`src/rtl/smde_pkg.sv`:
```
`default_nettype none

package smde_pkg;

	localparam int DEF_MATRIX_HEIGHT = 8;
	localparam int DEF_MATRIX_WIDTH  = 8;
	localparam int MAX_RESULTS       = 64;
	localparam int COUNT_W           = $clog2(MAX_RESULTS);
	localparam int CMD_W             = 3;
	localparam int COORD_W           = 6;
	localparam int LEN_W             = 6;
	localparam int COLOR_W           = 8;
	localparam int KIND_W            = 2;
	localparam int ADDR_W            = 6;
	localparam int WIDE_W            = 8;

	typedef enum logic [CMD_W-1:0] {
		CMD_OPEN  = 3'd0,
		CMD_POINT = 3'd1,
		CMD_HLINE = 3'd2,
		CMD_VLINE = 3'd3,
		CMD_RECT  = 3'd4,
		CMD_CLOSE = 3'd5
	} cmd_t;

	typedef enum logic [KIND_W-1:0] {
		KIND_PIXEL = 2'd0,
		KIND_CLEAR = 2'd1,
		KIND_SHOW  = 2'd2
	} kind_t;

	typedef struct packed {
		logic  load_in;
		logic  clip;
		logic  start_walk;
		logic  emit_pixel;
		logic  emit_mark;
		kind_t mark_kind;
	} ctrl_cmd_t;

	typedef struct packed {
		logic [CMD_W-1:0] cmd;
		logic             nonempty;
		logic             pix_last;
		logic             out_free;
	} status_t;

endpackage

`default_nettype wire

```
`src/rtl/smde_ctrl.sv`:
```
`default_nettype none

module smde_ctrl (
	input  wire                   clk,
	input  wire                   arst_n,
	input  wire                   in_valid,
	output logic                  in_stall,
	input  smde_pkg::status_t     status,
	output smde_pkg::ctrl_cmd_t   ctrl
);
	import smde_pkg::*;

	typedef enum logic [4:0] {
		ST_IDLE     = 5'b00001,
		ST_CLIP     = 5'b00010,
		ST_DISPATCH = 5'b00100,
		ST_MARK     = 5'b01000,
		ST_WALK     = 5'b10000
	} state_t;

	state_t state_q, state_d;
	logic   open_q, open_d;
	kind_t  mark_kind_q, mark_kind_d;

	always_comb begin
		state_d         = state_q;
		open_d          = open_q;
		mark_kind_d     = mark_kind_q;
		ctrl            = '0;
		ctrl.mark_kind  = mark_kind_q;
		in_stall        = 1'b1;
		unique case (state_q)
			ST_IDLE: begin
				in_stall = 1'b0;
				if (in_valid) begin
					ctrl.load_in = 1'b1;
					state_d      = ST_CLIP;
				end
			end
			ST_CLIP: begin
				ctrl.clip = 1'b1;
				state_d   = ST_DISPATCH;
			end
			ST_DISPATCH: begin
				state_d = ST_IDLE;
				unique case (status.cmd) inside
					CMD_OPEN: begin
						if (!open_q) begin
							open_d      = 1'b1;
							mark_kind_d = KIND_CLEAR;
							state_d     = ST_MARK;
						end
					end
					CMD_CLOSE: begin
						if (open_q) begin
							open_d      = 1'b0;
							mark_kind_d = KIND_SHOW;
							state_d     = ST_MARK;
						end
					end
					CMD_POINT, CMD_HLINE, CMD_VLINE, CMD_RECT: begin
						if (open_q && status.nonempty) begin
							ctrl.start_walk = 1'b1;
							state_d         = ST_WALK;
						end
					end
					default: begin
					end
				endcase
			end
			ST_MARK: begin
				if (status.out_free) begin
					ctrl.emit_mark = 1'b1;
					state_d        = ST_IDLE;
				end
			end
			ST_WALK: begin
				if (status.out_free) begin
					ctrl.emit_pixel = 1'b1;
					if (status.pix_last) begin
						state_d = ST_IDLE;
					end
				end
			end
			default: begin
				state_d = ST_IDLE;
			end
		endcase
	end

	always_ff @(posedge clk or negedge arst_n) begin
		if (!arst_n) begin
			state_q     <= ST_IDLE;
			open_q      <= 1'b0;
			mark_kind_q <= KIND_CLEAR;
		end else begin
			state_q     <= state_d;
			open_q      <= open_d;
			mark_kind_q <= mark_kind_d;
		end
	end

endmodule

`default_nettype wire

```
`src/rtl/smde_datapath.sv`:
```
`default_nettype none

module smde_datapath #(
	parameter int MATRIX_HEIGHT = smde_pkg::DEF_MATRIX_HEIGHT,
	parameter int MATRIX_WIDTH  = smde_pkg::DEF_MATRIX_WIDTH
) (
	input  wire                                   clk,
	input  wire                                   arst_n,
	input  smde_pkg::ctrl_cmd_t                   ctrl,
	output smde_pkg::status_t                     status,
	input  wire        [smde_pkg::CMD_W-1:0]      cmd,
	input  wire signed [smde_pkg::COORD_W-1:0]    start_x,
	input  wire signed [smde_pkg::COORD_W-1:0]    start_y,
	input  wire        [smde_pkg::LEN_W-1:0]      length,
	input  wire signed [smde_pkg::COORD_W-1:0]    end_x,
	input  wire signed [smde_pkg::COORD_W-1:0]    end_y,
	input  wire        [smde_pkg::COLOR_W-1:0]    red,
	input  wire        [smde_pkg::COLOR_W-1:0]    green,
	input  wire        [smde_pkg::COLOR_W-1:0]    blue,
	output logic                                  out_valid,
	input  wire                                   out_stall,
	output logic       [smde_pkg::KIND_W-1:0]     kind,
	output logic       [smde_pkg::ADDR_W-1:0]     address,
	output logic       [smde_pkg::COLOR_W-1:0]    out_red,
	output logic       [smde_pkg::COLOR_W-1:0]    out_green,
	output logic       [smde_pkg::COLOR_W-1:0]    out_blue,
	output logic                                  last
);
	import smde_pkg::*;

	localparam int CW      = (MATRIX_WIDTH > 1) ? $clog2(MATRIX_WIDTH) : 1;
	localparam int RW      = $clog2(MATRIX_HEIGHT);
	localparam int LIN_RAW = $clog2(MATRIX_WIDTH * MATRIX_HEIGHT);
	localparam int LIN_W   = (LIN_RAW > ADDR_W) ? LIN_RAW : ADDR_W;
	localparam logic signed [WIDE_W-1:0] XMAX = WIDE_W'(MATRIX_WIDTH - 1);
	localparam logic signed [WIDE_W-1:0] YMAX = WIDE_W'(MATRIX_HEIGHT - 1);
	localparam logic signed [WIDE_W-1:0] ZERO = '0;
	localparam logic signed [WIDE_W-1:0] ONE  = WIDE_W'(1);

	logic        [CMD_W-1:0]   cmd_q;
	logic signed [COORD_W-1:0] sx_q, sy_q, ex_q, ey_q;
	logic        [LEN_W-1:0]   len_q;
	logic        [COLOR_W-1:0] red_q, green_q, blue_q;

	logic signed [WIDE_W-1:0] sx8, sy8, ex8, ey8, len8;
	logic signed [WIDE_W-1:0] xl, xh, yl, yh;
	logic signed [WIDE_W-1:0] x0_q, x1_q, y0_q, y1_q;

	logic [CW-1:0]      x_q;
	logic [RW-1:0]      y_q;
	logic [COUNT_W-1:0] count_q;
	logic               at_row_end, at_end;
	logic [LIN_W-1:0]   lin;

	logic                  valid_q, last_q;
	logic [KIND_W-1:0]     kind_q;
	logic [ADDR_W-1:0]     addr_q;
	logic [COLOR_W-1:0]    ored_q, ogreen_q, oblue_q;

	always_ff @(posedge clk) begin
		if (ctrl.load_in) begin
			cmd_q   <= cmd;
			sx_q    <= start_x;
			sy_q    <= start_y;
			len_q   <= length;
			ex_q    <= end_x;
			ey_q    <= end_y;
			red_q   <= red;
			green_q <= green;
			blue_q  <= blue;
		end
	end

	assign sx8  = WIDE_W'(sx_q);
	assign sy8  = WIDE_W'(sy_q);
	assign ex8  = WIDE_W'(ex_q);
	assign ey8  = WIDE_W'(ey_q);
	assign len8 = signed'({{(WIDE_W-LEN_W){1'b0}}, len_q});

	always_comb begin
		xl = sx8;
		xh = sx8;
		yl = sy8;
		yh = sy8;
		case (cmd_q)
			CMD_HLINE: xh = sx8 + len8 - ONE;
			CMD_VLINE: yh = sy8 + len8 - ONE;
			CMD_RECT: begin
				xh = ex8;
				yh = ey8;
			end
			default: begin
			end
		endcase
	end

	always_ff @(posedge clk) begin
		if (ctrl.clip) begin
			x0_q <= (xl < ZERO) ? ZERO : xl;
			x1_q <= (xh > XMAX) ? XMAX : xh;
			y0_q <= (yl < ZERO) ? ZERO : yl;
			y1_q <= (yh > YMAX) ? YMAX : yh;
		end
	end

	assign at_row_end = (x_q == x1_q[CW-1:0]);
	assign at_end     = at_row_end && (y_q == y1_q[RW-1:0]);

	always_ff @(posedge clk) begin
		if (ctrl.start_walk) begin
			x_q     <= x0_q[CW-1:0];
			y_q     <= y0_q[RW-1:0];
			count_q <= '0;
		end else if (ctrl.emit_pixel) begin
			count_q <= count_q + COUNT_W'(1);
			if (at_row_end) begin
				x_q <= x0_q[CW-1:0];
				y_q <= y_q + RW'(1);
			end else begin
				x_q <= x_q + CW'(1);
			end
		end
	end

	assign lin = LIN_W'(MATRIX_HEIGHT) * LIN_W'(x_q)
		+ (x_q[0] ? LIN_W'(y_q) : (LIN_W'(MATRIX_HEIGHT - 1) - LIN_W'(y_q)));

	always_ff @(posedge clk or negedge arst_n) begin
		if (!arst_n) begin
			valid_q <= 1'b0;
		end else if (ctrl.emit_pixel || ctrl.emit_mark) begin
			valid_q <= 1'b1;
		end else if (!out_stall) begin
			valid_q <= 1'b0;
		end
	end

	always_ff @(posedge clk) begin
		if (ctrl.emit_pixel) begin
			kind_q   <= KIND_PIXEL;
			addr_q   <= lin[ADDR_W-1:0];
			ored_q   <= red_q;
			ogreen_q <= green_q;
			oblue_q  <= blue_q;
			last_q   <= at_end || (count_q == COUNT_W'(MAX_RESULTS - 1));
		end else if (ctrl.emit_mark) begin
			kind_q   <= ctrl.mark_kind;
			addr_q   <= '0;
			ored_q   <= '0;
			ogreen_q <= '0;
			oblue_q  <= '0;
			last_q   <= 1'b1;
		end
	end

	assign status.cmd      = cmd_q;
	assign status.nonempty = (x0_q <= x1_q) && (y0_q <= y1_q);
	assign status.pix_last = at_end || (count_q == COUNT_W'(MAX_RESULTS - 1));
	assign status.out_free = !valid_q || !out_stall;

	assign out_valid = valid_q;
	assign kind      = kind_q;
	assign address   = addr_q;
	assign out_red   = ored_q;
	assign out_green = ogreen_q;
	assign out_blue  = oblue_q;
	assign last      = last_q;

endmodule

`default_nettype wire

```
`src/rtl/serpentine_matrix_draw_engine.sv`:
```
// Channel   Direction  Handshake              Payload
// command   in         in_valid / in_stall    cmd, start_x, start_y, length, end_x, end_y,
//                                             red, green, blue
// result    out        out_valid / out_stall  kind, address, out_red, out_green, out_blue, last
//
// A command is registered, clipped and dispatched, then the results it causes are issued in turn.
// The pixel walk issues one write per cycle from its column and row counters unless out_stall holds it.
// Reset is asynchronous and active low; it closes the display and empties the output register.
// While out_stall is high the output register holds its transaction and the walk waits.
`default_nettype none

module serpentine_matrix_draw_engine #(
	parameter int MATRIX_HEIGHT = smde_pkg::DEF_MATRIX_HEIGHT,
	parameter int MATRIX_WIDTH  = smde_pkg::DEF_MATRIX_WIDTH
) (
	input  wire                                   clk,
	input  wire                                   arst_n,
	input  wire                                   in_valid,
	output logic                                  in_stall,
	input  wire        [smde_pkg::CMD_W-1:0]      cmd,
	input  wire signed [smde_pkg::COORD_W-1:0]    start_x,
	input  wire signed [smde_pkg::COORD_W-1:0]    start_y,
	input  wire        [smde_pkg::LEN_W-1:0]      length,
	input  wire signed [smde_pkg::COORD_W-1:0]    end_x,
	input  wire signed [smde_pkg::COORD_W-1:0]    end_y,
	input  wire        [smde_pkg::COLOR_W-1:0]    red,
	input  wire        [smde_pkg::COLOR_W-1:0]    green,
	input  wire        [smde_pkg::COLOR_W-1:0]    blue,
	output logic                                  out_valid,
	input  wire                                   out_stall,
	output logic       [smde_pkg::KIND_W-1:0]     kind,
	output logic       [smde_pkg::ADDR_W-1:0]     address,
	output logic       [smde_pkg::COLOR_W-1:0]    out_red,
	output logic       [smde_pkg::COLOR_W-1:0]    out_green,
	output logic       [smde_pkg::COLOR_W-1:0]    out_blue,
	output logic                                  last
);
	import smde_pkg::*;

	ctrl_cmd_t ctrl;
	status_t   status;

	smde_ctrl u_ctrl (
		.clk      (clk),
		.arst_n   (arst_n),
		.in_valid (in_valid),
		.in_stall (in_stall),
		.status   (status),
		.ctrl     (ctrl)
	);

	smde_datapath #(
		.MATRIX_HEIGHT (MATRIX_HEIGHT),
		.MATRIX_WIDTH  (MATRIX_WIDTH)
	) u_datapath (
		.clk       (clk),
		.arst_n    (arst_n),
		.ctrl      (ctrl),
		.status    (status),
		.cmd       (cmd),
		.start_x   (start_x),
		.start_y   (start_y),
		.length    (length),
		.end_x     (end_x),
		.end_y     (end_y),
		.red       (red),
		.green     (green),
		.blue      (blue),
		.out_valid (out_valid),
		.out_stall (out_stall),
		.kind      (kind),
		.address   (address),
		.out_red   (out_red),
		.out_green (out_green),
		.out_blue  (out_blue),
		.last      (last)
	);

endmodule

`default_nettype wire

```
`config.mk`:
```
export PLATFORM = sky130hd
export DESIGN_NAME = serpentine_matrix_draw_engine
export DESIGN_NICKNAME = d
export VERILOG_FILES = /design/src/rtl/smde_pkg.sv /design/src/rtl/smde_ctrl.sv /design/src/rtl/smde_datapath.sv /design/src/rtl/serpentine_matrix_draw_engine.sv
export SDC_FILE = /design/constraint.sdc
export NUM_CORES = 1
export LEC_CHECK = 0
export ABC_AREA = 0
export BUFFER_PORTS_ARGS = -buffer_cell sky130_fd_sc_hd__buf_2
export CAP_MARGIN = 20
export CORE_MARGIN = 3
export CORE_UTILIZATION = 50
export DETAILED_ROUTE_END_ITERATION = 8
export MAX_ROUTING_LAYER = met4
export PLACE_DENSITY = 0.68
export SETUP_SLACK_MARGIN = 0.4
export SKIP_LAST_GASP = 1
export SYNTH_ARGS = -nofsm -noshare
export SYNTH_HDL_FRONTEND = slang
export SYNTH_SLANG_ARGS = --single-unit
```
`constraint.sdc`:
```
create_clock -name clk -period 6.2 [get_ports clk]
set_input_delay 0.62 -clock clk [delete_from_list [all_inputs] [get_ports clk]]
set_output_delay 0.62 -clock clk [all_outputs]
set_load 0.03 [all_outputs]
```
# Word-level counts from Yosys, hierarchy flattened
# Cells that the tools add are included.
# op_classes
muxes	42
n_reduce_logical	18
n_addsub	9
n_lt_le_gt_ge	6
eq_ne	20
# op_table
op	count
$mux W8	4
$pmux W8 S2	2
$mux W5	5
$pmux W5 S5	1
$mux W3	6
$mux W6	3
$add A6 B7 Y8	2
$gt A8 B4 Y1 const B	2
$le A6 B8 Y1	2
$sub A8 B2 Y8 const B	2
$pmux W5 S3	1
$mux W1	14
$lt A6 B1 Y1 const B	2
$ne A2 B2 Y1 const B	5
$mux W4	2
$reduce_and A4 Y1	2
$reduce_bool A2 Y1	4
$add A3 B1 Y3 const B	2
$add A6 B1 Y6 const B	1
$add A6 B6 Y6	1
$eq A3 B2 Y1 const B	2
$eq A3 B3 Y1	2
$eq A3 B3 Y1 const B	2
$eq A6 B6 Y1 const B	1
other kinds (17)	25
# totals
input_bits	61
register_bits	139
word_cells	121

# Logic depth before layout (Yosys ltp)
# depth
depth_word	8
ltp_mapped	14

# Cells and area by module
# A second synthesis with hierarchy kept.
# hier_totals
cells_unflattened	556
area_unflattened_um2	6836.6
# by_module_without_submodules
mod	area_per_inst_um2	seq_area_each_um2	instances	cells_each
smde_datapath	6273.5	3848.7	1	489
smde_ctrl	563.0	202.7	1	67

# Least setup slack after synthesis
# OpenSTA, ideal clock, no wires.
# synth_timing
path_kind	reg2reg
start	register u_ctrl.state_q[4]
end	register u_datapath.blue_q[0] (enable)
period_less_slack_ns	3.939
stages_incl_launch_ff	4
path_slack_ns	2.261
required_time_ns	5.726
t_arrival_ns	3.466
path_cell_list	dfrtp_1 nor3_2 nand3b_1 nor2_1
# synth_lines
element	line	rtl
start, declared	smde_ctrl.sv:21	state_t state_q, state_d;
start signal, assigned	smde_ctrl.sv:97	state_q <= state_d;
end signal, assigned	smde_datapath.sv:70	blue_q <= blue;
end, declared	smde_datapath.sv:43	logic [COLOR_W-1:0] red_q, green_q, blue_q;

# Worst setup path in the final report
# layout_timing
start	register u_datapath.len_q[1]
end	register u_datapath.y1_q[1], data pin
# layout_between
elab_chain_cells	4
# layout_rtl
element	line	rtl
start, declared	smde_datapath.sv:42	logic [LEN_W-1:0] len_q;
start signal, assigned	smde_datapath.sv:65	len_q <= length;
$add A6 B7 Y8 (*)	smde_datapath.sv:87	CMD_VLINE: yh = sy8 + len8 - ONE;
$sub A8 B2 Y8 (*)	smde_datapath.sv:87	
$pmux W8 S2 (*)	smde_datapath.sv:85	case (cmd_q)
$gt A8 B4 Y1	smde_datapath.sv:102	y1_q <= (yh > YMAX) ? YMAX : yh;
end signal, assigned	smde_datapath.sv:102	
end, declared	smde_datapath.sv:47	logic signed [WIDE_W-1:0] x0_q, x1_q, y0_q, y1_q;
# Every way passes the cells marked *; elsewhere a longest branch is shown, timed or not.
# A chain may end at the register's enable or synchronous reset.

==> results_dict.tcl <==
set metrics [dict create \
    run_status "finished, final reports clean" \
    synth.top_cells.by_area "edfxtp_1 (56%), ha_1 (7.8%), inv_1 (3.5%)" \
    routed_length_per_placed_instance_um 14.9 \
    globalRouteMet3Util 0.0449 \
    synth_largest_area_cell "edfxtp_1" \
    first_pass_grt_wire_length_mm 19.8 \
    endpoint_kind "flip-flop" \
    design.die.area_um2 14600 \
    initialDrtViolationCount 374 \
    clockBufferDepth 2 \
    slew_violations 0 \
    layout-drive-gt1-share 0.218 \
    tritoncts.num_buffers 17 \
    layout.cell_area.non_filler_um2 7890 \
    globalRoute.busiestLayer "met2" \
    synth_edf_count 122 \
    critPathArrivalTime_ps 2980 \
    cts_hold_buffers 0 \
    totalNegativeSetupSlack_ps 0 \
    total_power_per_unit_cell_area_nw_per_um2 371 \
    growth_of_design_area_from_synthesis_to_finish_pct 19.9 \
    synthFlopType "edfxtp_1" \
    pin_count_of_the_biggest_net_entering_global_routing 37 \
    floorplan.core_area_um2 12700 \
    gp_congestion 0.871 \
    cp_data_required_time_ps 6340 \
    finalHoldWorstSlack_ps 57.2 \
    max_rail_drop_vdd_uv 195 \
    route.vias.total 4164 \
    synth_top_cell_area_share 0.557 \
    dp_hpwl_mm 8.94 \
    clk-insertion-delay-late_ps 420 \
    synth_area_um2 6580 \
    post-synth-top-count-cell "edfxtp_1" \
    regToRegEndpoint "u_datapath.y1_q[1]$_SDFFCE_PN1P_" \
    drt-pass1-iter-count 5 \
    setup_viol_count_final 0 \
    timing.critical_path.from_type "flip-flop" \
    timing.rr.start "u_datapath.len_q[1]$_DFFE_PP_" \
    synth.lib_cells_used.distinct 62 \
    worst_pin_slew_ps 893 \
    antenna_found_initial 0 \
    io_pins 96 \
    fillCellCount 1047 \
    post-place-ws_ps 3370 \
    period_share 0.458 \
    grt_pass1_vias 4109 \
    placedInstanceArea_um2 7260 \
    maxCapViolCount 0 \
    ctsResizeCount 0 \
    fraction_of_met1_tracks_used_by_global_routing 0.227 \
    postLayoutCoreUtil 0.620 \
    root_buffer "clkbuf_16" \
    worst_hold_path_type "in2async" \
    hold_violations 0 \
    ys_seq_area_frac 0.616 \
    synth_async_sr_flop_share 0.0647 \
    synth.avg_cell_area_um2 12.6 \
    timing.max_slew.rel_slack 0.403 \
    route.detailed.vias_per_inst 5.12 \
    crit_fanout 3 \
    postSynthCellCount 521 \
    count_of_buffers_added_by_post_cts_timing_repair_for_setup 0 \
    num_antenna_cells 0 \
    reg2reg_setup_slack_ps 3360 \
    totalWireLength_mm 12.1 \
    initial_utilization 0.517 \
    final_clock_skew_ps 5.74 \
    power.static_leakage_nw 3.22 \
    final_net_count 735 \
    reg2regPathDepth 12 \
    drc_errors 0 \
    placementRows 41 \
    cts_htree_levels 4 \
    grt.total_usage 0.183 \
    maxClockFrequency_ghz 0.353 \
    timing.final.ws_setup_ps 3360 \
    cts.reportedPaths.clkPinSlew_ps 60 \
    clock-sinks 139 \
    synth_warn 0 \
    synth_seq_cells 139 \
    gr-usage-met2 0.287 \
    finalCriticalPeriod_ps 2840 \
    rsz_0062_raised_after_global_routing "no" \
    grt-ovfl-total 0 \
    antenna_left 0 \
    die_height_um 121 \
    netlist_top_cells_count "edfxtp_1 (122), inv_1 (62), nor2_1 (43), ha_1 (41), and2_1 (28)" \
    chipWidth_um 121 \
    timing.setup.critical_path_class "reg2reg" \
    clock_tree_from_tritoncts "yes" \
    port-buffer-count 95 \
]
-- cells by family (layout without fill, tap and decap cells) --
| family | count (synthesis) | in the layout | synth area share |
|---|---|---|---|
| adders and majority gates | 45 | 45 | 0.0901 |
| xor gates and xnor gates | 20 | 20 | 0.0266 |
| AOI/OAI and AO/OA | 75 | 75 | 0.0759 |
| muxes | 7 | 7 | 0.0114 |
| buffers and inverters | 74 | 194 | 0.0447 |
| and+or+nand+nor | 160 | 160 | 0.135 |
| other | 1 | 2 | 0.000570 |
| DFF | 139 | 139 | 0.616 |
-- power breakdown --
part           total (mW)  leakage [nW]  switching, mW  internal, mW
clock                1.04         0.283          0.370         0.670
sequential           1.25          1.24         0.0595          1.19
combinational       0.641          1.69          0.397         0.244
-- final cells by class --
cell class	count	area, um2	area share
timing repair buffer	100	533	0.0675
clock inverter	12	171	0.0217
multi-input combinational	309	2250	0.285
tap	172	215	0.0273
sequential	139	4050	0.513
inverter	62	233	0.0295
clock buffer	20	437	0.0553
-- cell usage in the layout, fill, tap and decap left out, drive strengths merged, types with 3 or more instances in the layout --
cell      netlist  final
a211oi          6      6
a21o            8      8
a21oi          22     22
and2           28     28
and3            3      3
buf             6    100
bufinv          0      4
clkbuf          6     20
clkinv          0      4
clkinvlp        0      3
dfrtp           7      7
dfxtp           8      8
edfxtp        122    122
fa              4      4
ha             41     41
inv            62     63
mux2            4      4
mux2i           3      3
nand2          21     21
nand2b          9      9
nand3           9      9
nand3b          4      4
nand4           7      7
nor2           43     43
nor2b          12     12
nor3           11     11
o211ai          4      4
o21ai          14     14
o22ai           3      3
or3             5      5
xnor2           6      6
xor2           14     14
-- worst max-delay path, stage by stage, from the launching register on --
cell      delay, ps
edfxtp_1        370
inv_1           100
ha_1            230
inv_1            60
ha_1            190
inv_1            60
fa_1            370
nor2b_1         150
o21ai_0         130
a21boi_0        200
o31ai_1         110
o41ai_2         420
nand3_1         140
-- sequential cells by signal, indices dropped and copies added (netlist names), 8 cells and up --
signal and count:
u_datapath.blue_q 8, u_datapath.green_q 8, u_datapath.x1_q 8, u_datapath.out_red 8, u_datapath.out_green 8, u_datapath.y1_q 8
u_datapath.out_blue 8, u_datapath.red_q 8
-- metrics by stage --
step / cells / total power [mW]
6_report: 814 / 2.93
5_1_grt: 814 / 3.09
4_1_cts: 813 / 2.95
3_5_place_dp: 781 / 1.90
3_3_place_gp: 781 / 1.88
2_1_floorplan: 522 / 1.73
-- worst max-delay path by stage --
| stage | from | endpoint | slack, ps | cells past startpoint |
|---|---|---|---|---|
| 2_1_floorplan | u_ctrl.state_q[4]$_DFFE_PN0P_ | u_datapath.blue_q[0]$_DFFE_PP_ | 2260 | 3 |
| 3_3_place_gp | u_datapath.sy_q[1]$_DFFE_PP_ | u_datapath.y1_q[1]$_SDFFCE_PN1P_ | 3500 | 12 |
| 3_5_place_dp | u_datapath.len_q[1]$_DFFE_PP_ | u_datapath.y1_q[1]$_SDFFCE_PN1P_ | 3370 | 12 |
| 4_1_cts | u_datapath.len_q[1]$_DFFE_PP_ | u_datapath.y1_q[1]$_SDFFCE_PN1P_ | 3350 | 12 |
| 5_1_grt | u_datapath.sy_q[1]$_DFFE_PP_ | u_datapath.y1_q[1]$_SDFFCE_PN1P_ | 3100 | 12 |
| 6_report | u_datapath.len_q[1]$_DFFE_PP_ | u_datapath.y1_q[1]$_SDFFCE_PN1P_ | 3360 | 12 |
-- metal layers --
metal	part of all wire	vias to the layer above
met2	0.48	119
met5	0	-
li1	-	2072
met4	0.020	0
met1	0.44	1956
met3	0.052	17
No activity file was read; power rests on OpenSTA's default activity.
